$ cat config.mk
export PLATFORM = sky130hd
export DESIGN_NAME = varint_length_ltv_deframer_top_flat
export DESIGN_NICKNAME = d
export VERILOG_FILES = /design/src/hw/rtl/vltv_pkg.sv /design/src/hw/rtl/vltv_if.sv /design/src/hw/rtl/vltv_cfg_regs.sv /design/src/hw/rtl/vltv_parser.sv /design/src/hw/rtl/varint_length_ltv_deframer_top.sv /design/src/flat_wrapper.sv
export SDC_FILE = /design/constraint.sdc
export NUM_CORES = 1
export LEC_CHECK = 0
export BUFFER_PORTS_ARGS = -buffer_cell sky130_fd_sc_hd__buf_2
export CAP_MARGIN = 0
export CORE_AREA = 2 2 237 122
export DETAILED_ROUTE_END_ITERATION = 16
export DIE_AREA = 0 0 239 124
export GPL_TIMING_DRIVEN = 1
export PLACE_DENSITY_LB_ADDON = 0.08
export SLEW_MARGIN = 10
export SYNTH_ARGS = -nofsm -noshare
export SYNTH_HDL_FRONTEND = slang
export SYNTH_SLANG_ARGS = --single-unit
$ cat constraint.sdc
create_clock -name clk -period 11.55 [get_ports clk]
set_clock_uncertainty 0.05 [all_clocks]
set_input_delay 1.7325 -clock clk [delete_from_list [all_inputs] [get_ports clk]]
set_output_delay 1.7325 -clock clk [all_outputs]
set_load 0.02 [all_outputs]
$ cat src/hw/rtl/vltv_pkg.sv
package vltv_pkg;

    // Longest length field, in bytes.
    localparam int unsigned MaxHeaderBytes = 5;

    localparam int unsigned CfgWidth = 32;
    localparam int unsigned HdrCntWidth = 3;

    localparam logic [CfgWidth-1:0] MaxPayloadReset = 32'd65535;
    localparam logic [CfgWidth-1:0] BufferCapReset = 32'd65536;

    // Configuration register indexes.
    typedef enum logic [0:0] {
        CFG_MAX_PAYLOAD = 1'b0,
        CFG_BUFFER_CAP  = 1'b1
    } vltv_cfg_idx_t;

    typedef enum logic [1:0] {
        PH_HEADER = 2'd0,
        PH_TYPE   = 2'd1,
        PH_VALUE  = 2'd2,
        PH_ERROR  = 2'd3
    } vltv_phase_t;

    typedef enum logic [1:0] {
        ERR_NONE    = 2'd0,
        ERR_INVALID = 2'd1,
        ERR_SIZE    = 2'd2,
        ERR_BUFFER  = 2'd3
    } vltv_err_t;

    typedef enum logic [2:0] {
        ST_PENDING     = 3'd0,
        ST_TYPE        = 3'd1,
        ST_VALUE       = 3'd2,
        ST_INVALID     = 3'd3,
        ST_SIZE_OVF    = 3'd4,
        ST_BUFFER_OVF  = 3'd5,
        ST_UNUSED6     = 3'd6,
        ST_UNUSED7     = 3'd7
    } vltv_status_t;

    typedef enum logic [0:0] {
        OP_BYTE  = 1'b0,
        OP_CLEAR = 1'b1
    } vltv_op_t;

    typedef struct packed {
        logic [2:0]          status;
        logic [7:0]          out_byte;
        logic [CfgWidth-1:0] value_len;
        logic                last;
    } vltv_result_t;

    // Number of bytes in the shortest LEB128 encoding of v.
    function automatic logic [HdrCntWidth-1:0] varint_bytes(input logic [CfgWidth-1:0] v);
        logic [HdrCntWidth-1:0] n;
        begin
            if (v < (32'd1 << 7))
            begin
                n = 3'd1;
            end
            else if (v < (32'd1 << 14))
            begin
                n = 3'd2;
            end
            else if (v < (32'd1 << 21))
            begin
                n = 3'd3;
            end
            else if (v < (32'd1 << 28))
            begin
                n = 3'd4;
            end
            else
            begin
                n = 3'd5;
            end
            return n;
        end
    endfunction

endpackage

$ cat src/hw/rtl/vltv_if.sv
interface vltv_in_if;
    logic       valid;
    logic       ready;
    logic       op;
    logic [7:0] data_byte;

    modport source (output valid, output op, output data_byte, input ready);
    modport sink (input valid, input op, input data_byte, output ready);
endinterface

interface vltv_out_if;
    logic        valid;
    logic        ready;
    logic [2:0]  status;
    logic [7:0]  out_byte;
    logic [31:0] value_len;
    logic        last;

    modport source (output valid, output status, output out_byte, output value_len,
                    output last, input ready);
    modport sink (input valid, input status, input out_byte, input value_len,
                  input last, output ready);
endinterface

$ cat src/hw/rtl/vltv_cfg_regs.sv
module vltv_cfg_regs
    import vltv_pkg::*;
(
    input  logic                clk,
    input  logic                rst_n,
    input  logic                cfg_we,
    input  logic [0:0]          cfg_index,
    input  logic [CfgWidth-1:0] cfg_data,
    output logic [CfgWidth-1:0] max_payload,
    output logic [CfgWidth-1:0] buffer_cap
);

    logic [CfgWidth-1:0] max_payload_reg;
    logic [CfgWidth-1:0] buffer_cap_reg;

    always_ff @(posedge clk or negedge rst_n)
    begin
        if (!rst_n)
        begin
            max_payload_reg <= MaxPayloadReset;
            buffer_cap_reg  <= BufferCapReset;
        end
        else if (cfg_we)
        begin
            unique case (vltv_cfg_idx_t'(cfg_index))
                CFG_MAX_PAYLOAD: max_payload_reg <= cfg_data;
                CFG_BUFFER_CAP:  buffer_cap_reg  <= cfg_data;
            endcase
        end
    end

    assign max_payload = max_payload_reg;
    assign buffer_cap  = buffer_cap_reg;

endmodule

$ cat src/hw/rtl/vltv_parser.sv
module vltv_parser
    import vltv_pkg::*;
(
    input  logic                clk,
    input  logic                rst_n,
    input  logic                step,
    input  logic                op,
    input  logic [7:0]          data_byte,
    input  logic [CfgWidth-1:0] max_payload,
    input  logic [CfgWidth-1:0] buffer_cap,
    output vltv_result_t        result
);

    vltv_phase_t            phase_reg, phase_next;
    logic [CfgWidth-1:0]    accum_reg, accum_next;
    logic [HdrCntWidth-1:0] hdr_cnt_reg, hdr_cnt_next;
    logic [CfgWidth-1:0]    left_reg, left_next;
    vltv_err_t              err_reg, err_next;

    logic [CfgWidth-1:0]    shifted;
    logic [CfgWidth-1:0]    accum_new;
    logic [HdrCntWidth-1:0] idx_inc;
    logic [CfgWidth-1:0]    left_dec;
    logic                   cap_full;
    logic                   top_bad;
    logic                   not_minimal;
    logic                   size_ovf;
    logic                   frame_ovf;

    always_ff @(posedge clk or negedge rst_n)
    begin
        if (!rst_n)
        begin
            phase_reg   <= PH_HEADER;
            accum_reg   <= '0;
            hdr_cnt_reg <= '0;
            left_reg    <= '0;
            err_reg     <= ERR_NONE;
        end
        else if (step)
        begin
            phase_reg   <= phase_next;
            accum_reg   <= accum_next;
            hdr_cnt_reg <= hdr_cnt_next;
            left_reg    <= left_next;
            err_reg     <= err_next;
        end
    end

    // Place a length byte's seven payload bits (four in the fifth) at their group.
    always_comb
    begin
        unique case (hdr_cnt_reg)
            3'd0:    shifted = {25'd0, data_byte[6:0]};
            3'd1:    shifted = {18'd0, data_byte[6:0], 7'd0};
            3'd2:    shifted = {11'd0, data_byte[6:0], 14'd0};
            3'd3:    shifted = {4'd0, data_byte[6:0], 21'd0};
            3'd4:    shifted = {data_byte[3:0], 28'd0};
            default: shifted = '0;
        endcase
    end

    assign accum_new   = accum_reg | shifted;
    assign idx_inc     = hdr_cnt_reg + 3'd1;
    assign left_dec    = left_reg - 32'd1;
    assign cap_full    = buffer_cap <= {29'd0, hdr_cnt_reg};
    assign top_bad     = (hdr_cnt_reg >= HdrCntWidth'(MaxHeaderBytes - 1))
                         && (data_byte[7:4] != 4'd0);
    assign not_minimal = (varint_bytes(accum_new) != idx_inc) || (accum_new == '0);
    assign size_ovf    = {1'b0, accum_new} > ({1'b0, max_payload} + 33'd1);
    assign frame_ovf   = ({1'b0, accum_new} + {30'd0, idx_inc}) > {1'b0, buffer_cap};

    always_comb
    begin
        phase_next   = phase_reg;
        accum_next   = accum_reg;
        hdr_cnt_next = hdr_cnt_reg;
        left_next    = left_reg;
        err_next     = err_reg;
        result       = '0;

        if (vltv_op_t'(op) == OP_CLEAR)
        begin
            phase_next   = PH_HEADER;
            accum_next   = '0;
            hdr_cnt_next = '0;
            left_next    = '0;
            err_next     = ERR_NONE;
        end
        else
        begin
            unique case (phase_reg)
                PH_HEADER:
                begin
                    priority if (cap_full)
                    begin
                        phase_next    = PH_ERROR;
                        err_next      = ERR_BUFFER;
                        result.status = ST_BUFFER_OVF;
                    end
                    else if (top_bad)
                    begin
                        phase_next    = PH_ERROR;
                        err_next      = ERR_INVALID;
                        result.status = ST_INVALID;
                    end
                    else if (data_byte[7])
                    begin
                        accum_next   = accum_new;
                        hdr_cnt_next = idx_inc;
                    end
                    else if (not_minimal)
                    begin
                        accum_next    = accum_new;
                        phase_next    = PH_ERROR;
                        err_next      = ERR_INVALID;
                        result.status = ST_INVALID;
                    end
                    else if (size_ovf)
                    begin
                        accum_next    = accum_new;
                        phase_next    = PH_ERROR;
                        err_next      = ERR_SIZE;
                        result.status = ST_SIZE_OVF;
                    end
                    else if (frame_ovf)
                    begin
                        accum_next    = accum_new;
                        phase_next    = PH_ERROR;
                        err_next      = ERR_BUFFER;
                        result.status = ST_BUFFER_OVF;
                    end
                    else
                    begin
                        accum_next   = accum_new;
                        hdr_cnt_next = idx_inc;
                        left_next    = accum_new;
                        phase_next   = PH_TYPE;
                    end
                end
                PH_TYPE:
                begin
                    result.status   = ST_TYPE;
                    result.out_byte = data_byte;
                    if (left_dec == '0)
                    begin
                        phase_next   = PH_HEADER;
                        accum_next   = '0;
                        hdr_cnt_next = '0;
                        left_next    = '0;
                        err_next     = ERR_NONE;
                        result.last  = 1'b1;
                    end
                    else
                    begin
                        left_next        = left_dec;
                        phase_next       = PH_VALUE;
                        result.value_len = left_dec;
                    end
                end
                PH_VALUE:
                begin
                    result.status   = ST_VALUE;
                    result.out_byte = data_byte;
                    if (left_dec == '0)
                    begin
                        phase_next   = PH_HEADER;
                        accum_next   = '0;
                        hdr_cnt_next = '0;
                        left_next    = '0;
                        err_next     = ERR_NONE;
                        result.last  = 1'b1;
                    end
                    else
                    begin
                        left_next = left_dec;
                    end
                end
                PH_ERROR:
                begin
                    result.status = 3'd2 + {1'b0, err_reg};
                end
            endcase
        end
    end

endmodule

$ cat src/hw/rtl/varint_length_ltv_deframer_top.sv
// Byte-stream deframer for messages built as an unsigned LEB128 length
// (one to five bytes, counting the type byte and the value bytes), one type
// byte and the value bytes. Every item on in_ch is either a stream byte or a
// clear command, and each item yields exactly one item on out_ch: pending for
// a length byte or a clear, the type byte with its value size, or a value
// byte, with the last flag set on the final byte of a message. Framing
// errors stick and are reported on every later byte until a clear arrives.
// The cfg port writes the payload limit and the buffer capacity; the user
// must write it only while no item is in flight; the block does not enforce it.
// An accepted item sits in the input register; the parser then updates its
// state and loads the result register. Throughput is one item per cycle
// while out_ch keeps ready high, limited by the parser state update that
// each byte depends on.
// Reset empties both registers, returns the parser to the header phase and
// loads the default limits. When the receiver stalls, the result register
// holds its item, the input register still takes one more item, and in_ch
// then deasserts ready until out_ch moves again.
module varint_length_ltv_deframer_top
    import vltv_pkg::*;
(
    input  logic                clk,
    input  logic                rst_n,
    vltv_in_if.sink             in_ch,
    vltv_out_if.source          out_ch,
    input  logic                cfg_we,
    input  logic [0:0]          cfg_index,
    input  logic [CfgWidth-1:0] cfg_data
);

    logic                in_vld_reg;
    logic                in_op_reg;
    logic [7:0]          in_byte_reg;
    logic                out_vld_reg;
    vltv_result_t        out_res_reg;
    vltv_result_t        result;
    logic                advance;
    logic [CfgWidth-1:0] max_payload;
    logic [CfgWidth-1:0] buffer_cap;

    // The parser advances whenever a held input can move into a free or
    // draining result register.
    assign advance     = in_vld_reg && (!out_vld_reg || out_ch.ready);
    assign in_ch.ready = !in_vld_reg || advance;

    vltv_cfg_regs u_cfg (
        .clk         (clk),
        .rst_n       (rst_n),
        .cfg_we      (cfg_we),
        .cfg_index   (cfg_index),
        .cfg_data    (cfg_data),
        .max_payload (max_payload),
        .buffer_cap  (buffer_cap)
    );

    vltv_parser u_parser (
        .clk         (clk),
        .rst_n       (rst_n),
        .step        (advance),
        .op          (in_op_reg),
        .data_byte   (in_byte_reg),
        .max_payload (max_payload),
        .buffer_cap  (buffer_cap),
        .result      (result)
    );

    always_ff @(posedge clk or negedge rst_n)
    begin
        if (!rst_n)
        begin
            in_vld_reg  <= 1'b0;
            out_vld_reg <= 1'b0;
        end
        else
        begin
            if (in_ch.ready)
            begin
                in_vld_reg <= in_ch.valid;
            end
            if (advance)
            begin
                out_vld_reg <= 1'b1;
            end
            else if (out_ch.ready)
            begin
                out_vld_reg <= 1'b0;
            end
        end
    end

    // Payload registers load without reset.
    always_ff @(posedge clk)
    begin
        if (in_ch.ready && in_ch.valid)
        begin
            in_op_reg   <= in_ch.op;
            in_byte_reg <= in_ch.data_byte;
        end
        if (advance)
        begin
            out_res_reg <= result;
        end
    end

    assign out_ch.valid     = out_vld_reg;
    assign out_ch.status    = out_res_reg.status;
    assign out_ch.out_byte  = out_res_reg.out_byte;
    assign out_ch.value_len = out_res_reg.value_len;
    assign out_ch.last      = out_res_reg.last;

endmodule

$ cat src/flat_wrapper.sv
// flat-port wrapper written by rule: the top's interface ports become plain ports
module varint_length_ltv_deframer_top_flat import vltv_pkg::*;
  (clk, rst_n, cfg_we, cfg_index, cfg_data, in_ch_valid, in_ch_op, in_ch_data_byte, in_ch_ready, out_ch_valid, out_ch_status, out_ch_out_byte, out_ch_value_len, out_ch_last, out_ch_ready);
  vltv_in_if in_ch_i ();
  vltv_out_if out_ch_i ();
  input  logic clk;
  input  logic rst_n;
  input  logic cfg_we;
  input  logic [0:0] cfg_index;
  input  logic [CfgWidth-1:0] cfg_data;
  input wire logic [$bits(in_ch_i.valid)-1:0] in_ch_valid;
  input wire logic [$bits(in_ch_i.op)-1:0] in_ch_op;
  input wire logic [$bits(in_ch_i.data_byte)-1:0] in_ch_data_byte;
  output wire logic [$bits(in_ch_i.ready)-1:0] in_ch_ready;
  output wire logic [$bits(out_ch_i.valid)-1:0] out_ch_valid;
  output wire logic [$bits(out_ch_i.status)-1:0] out_ch_status;
  output wire logic [$bits(out_ch_i.out_byte)-1:0] out_ch_out_byte;
  output wire logic [$bits(out_ch_i.value_len)-1:0] out_ch_value_len;
  output wire logic [$bits(out_ch_i.last)-1:0] out_ch_last;
  input wire logic [$bits(out_ch_i.ready)-1:0] out_ch_ready;
  assign in_ch_i.valid = in_ch_valid;
  assign in_ch_i.op = in_ch_op;
  assign in_ch_i.data_byte = in_ch_data_byte;
  assign in_ch_ready = in_ch_i.ready;
  assign out_ch_valid = out_ch_i.valid;
  assign out_ch_status = out_ch_i.status;
  assign out_ch_out_byte = out_ch_i.out_byte;
  assign out_ch_value_len = out_ch_i.value_len;
  assign out_ch_last = out_ch_i.last;
  assign out_ch_i.ready = out_ch_ready;
  varint_length_ltv_deframer_top u_core (.clk(clk), .rst_n(rst_n), .in_ch(in_ch_i), .out_ch(out_ch_i), .cfg_we(cfg_we), .cfg_index(cfg_index), .cfg_data(cfg_data));
endmodule
==> results.yml <==
route:
  wl_mm: 35.1
  ant_nets: 0
  drt-initial-drc-count: 892
  wire_per_inst_um: 20.7
  firstDrtPassIters: 5
  via_count: 10116
  drt-vias-per-instance: 5.96
  drcViolationCount: 0
synthesis:
  synth_ff_type: "dfrtp_1"
  syn_area_per_cell_um2: 9.71
  synth_nets: 1393
  synth.distinct_cells: 80
  synthCells: 1263
  ys_warn_count: 0
  yosysMostFrequentCell: "dfrtp_1"
  async_flop_share_pct: 72.1
  ys_top_cells_by_area: "dfrtp_1 (24%), edfxtp_1 (13%), ha_1 (8.4%), mux2_2 (5.7%), dfstp_2 (3.6%)"
  synth_common_cells: "dfrtp_1 (120), nand2_1 (106), inv_1 (89)"
  ys_ff_latch: 190
  synth_top_area_share_pct: 24.5
  yosysTopAreaCell: "dfrtp_1"
  synth.cell_area_um2: 12300
  synth_edf_count: 53
  ys_seq_area_share_pct: 41.1
pwr:
  leakage_nw: 5.80
  power.density_nw_per_um2: 225
  peakVddDrop_uv: 131
worst_setup_path:
  critical_path_class: "reg -> reg"
  ff2ff_path_depth: 23
  cp_max_fo: 25
  endpoint_kind: "register"
  worst_ep_required_time_ns: 11.86
  crit_arrival_ns: 7.28
  start_kind: "register"
cells_and_area:
  nets: 1455
  antennaDiodeCount: 0
  postLayoutCoreUtil_pct: 49.6
  fin_area_um2: 13600
  fillerInstances: 2622
  drive_gt1_share_pct: 17.7
  area_delta_synth_final_pct: 11.0
floorplan:
  initial_core_util_pct: 44.7
  io_pins: 93
  die-area_um2: 29600
  dieHeight_um: 124
  die_w_um: 239
  core_area_um2: 27400
  rows: 43
timing:
  setup_viol: 0
  period_share_pct: 60.3
  rsz0062_at_grt: "false"
  max-slew-margin-rel_pct: 33.2
  worst_slew_pin_slew_ns: 1.00
  max_freq_ghz: 0.144
  hold_viol_final: 0
  finalSetupTns_ns: 0
  drv_slew: 0
  min_period_ns: 6.97
worst_hold_path:
  min_path_cells: 1
  hold_class: "reg -> reg"
place:
  gp_congestion: 0.929
  detailed_place_hpwl_mm: 26.6
  port_buffers: 92
  dpl_cell_area_um2: 13000
global_routing:
  antenna_found_initial: 0
  grt_pass1_vias: 9646
  grt_usage_pct: 24.7
  overflow: 0
  grt_pass1_wl_mm: 55.4
  grt_max_degree: 71
clocking:
  clk_latency_ns: 0.47
  clkSlewWorstSetupHoldPaths_ns: 0.08
  ctsHoldBuffers: 0
  clock_sinks: 190
  cts_tree: "yes"
  post-cts-setup-buffer-count: 0
  cts_resized: 0
  cts_made_buffers: 17
  cts_max_path_buffers: 2
  root_buffer: "clkbuf_16"
  htree_levels: 4
flow_run:
  drv_cap: 0
outcome:
  status: "complete, no violations"
[final timing paths]
kind / start / to / slack [ns]
min in group asynchronous: rst_n / u_core.u_cfg.buffer_cap[2] / 1.21
hold / removal: u_core.in_vld_reg / u_core.out_ch.valid / 0.45
hold reg to reg: u_core.in_vld_reg / u_core.out_ch.valid / 0.45
setup / recovery: u_core.u_parser.hdr_cnt_reg[0] / u_core.u_parser.left_reg[23] / 4.58
setup reg to reg: u_core.u_parser.hdr_cnt_reg[0] / u_core.u_parser.left_reg[23] / 4.58
max in group asynchronous: rst_n / u_core.u_parser.phase_reg[1] / 8.82
[stage by stage]
| step | hold WS [ns] | instances | worst slack, ns | total power, mW |
|---|---|---|---|---|
| 5_1_grt | 0.478 | 1698 | 4.00 | 3.29 |
| 4_1_cts | 0.453 | 1698 | 4.61 | 3.05 |
| 2_1_floorplan | 0.399 | 1263 | 5.86 | 2.01 |
| 3_5_place_dp | 0.435 | 1666 | 4.65 | 2.44 |
| 3_3_place_gp | 0.415 | 1666 | 4.87 | 2.41 |
| 6_report | 0.453 | 1698 | 4.58 | 3.06 |
[report_power, final]
part / switching (mW) / internal, mW / leakage [nW]
Clock: 0.300 / 0.305 / 0.269
Sequential: 0.179 / 0.837 / 2.23
Combinational: 0.896 / 0.543 / 3.30
[critical path: stages, from the launching register on]
cell and delay [ns]:
dfrtp_1 0.47, inv_1 0.14, ha_1 0.36, nor2b_1 0.38, a21o_1 0.29, ha_1 0.21, inv_1 0.06, fa_1 0.40
nor2b_1 0.14, o22a_1 0.26, nand4_1 0.23, nor4_4 0.52, nand3_1 0.33, nor3_1 0.30, xnor2_1 0.16, ha_1 0.27
a211oi_1 0.29, o21ai_0 0.16, nor3_1 0.21, a41o_1 0.25, o211ai_2 0.22, o31a_1 0.69, o21a_1 0.30, o221ai_1 0.17
[cells by family after synthesis]
family	after synthesis	synth area share, %
simple gates	412	17.8
fa+ha+maj	83	8.53
buf+inv	148	4.79
xor+xnor	83	5.99
flops	190	41.1
compound gates	281	15.7
mux	66	6.10
[per-layer routing]
| metal | track usage (%) | part of all wire, % | wire [µm] | up-vias |
|---|---|---|---|---|
| li1 | - | - | - | 4768 |
| met1 | 37.4 | 51 | 17800 | 4991 |
| met2 | 36.3 | 42 | 14700 | 318 |
| met3 | 4.06 | 5.6 | 1970 | 39 |
| met4 | 6.99 | 1.5 | 531 | 0 |
| met5 | 0 | 0 | 0 | - |
[final cells by class]
cell class                 instances  area (µm²)  area share (%)
tap                              360         450            3.31
inverter                          89         334            2.45
clock inverter                    14         158            1.16
multi-input combinational        925        6650            48.9
sequential                       190        5040            37.0
clock buffer                      18         429            3.15
timing repair buffer             102         542            3.98
[cell usage in the layout, fill, tap and decap left out, drive strengths merged, types with 6 or more instances in the layout]
cell type / netlist / final
mux2: 64 / 64
o21a: 17 / 17
nor4: 28 / 28
dfrtp: 120 / 120
or2: 6 / 6
clkbuf: 38 / 18
or3: 18 / 18
a31oi: 6 / 6
nor2b: 10 / 10
and4: 6 / 6
a22o: 12 / 12
inv: 89 / 93
and2: 12 / 12
xor2: 31 / 31
o221ai: 13 / 13
nor3: 27 / 27
o22ai: 11 / 11
nand2b: 15 / 15
o21ai: 47 / 47
nand3: 29 / 29
ha: 82 / 82
nand2: 106 / 106
nand3b: 6 / 6
edfxtp: 53 / 53
nor2: 80 / 80
or4: 12 / 12
o31ai: 31 / 31
dfstp: 17 / 17
a211oi: 8 / 8
a21oi: 68 / 68
xnor2: 52 / 52
a21o: 19 / 19
and3: 8 / 8
o32ai: 6 / 6
buf: 21 / 102
nand4: 36 / 36
(Power assumes the default switching activity.)
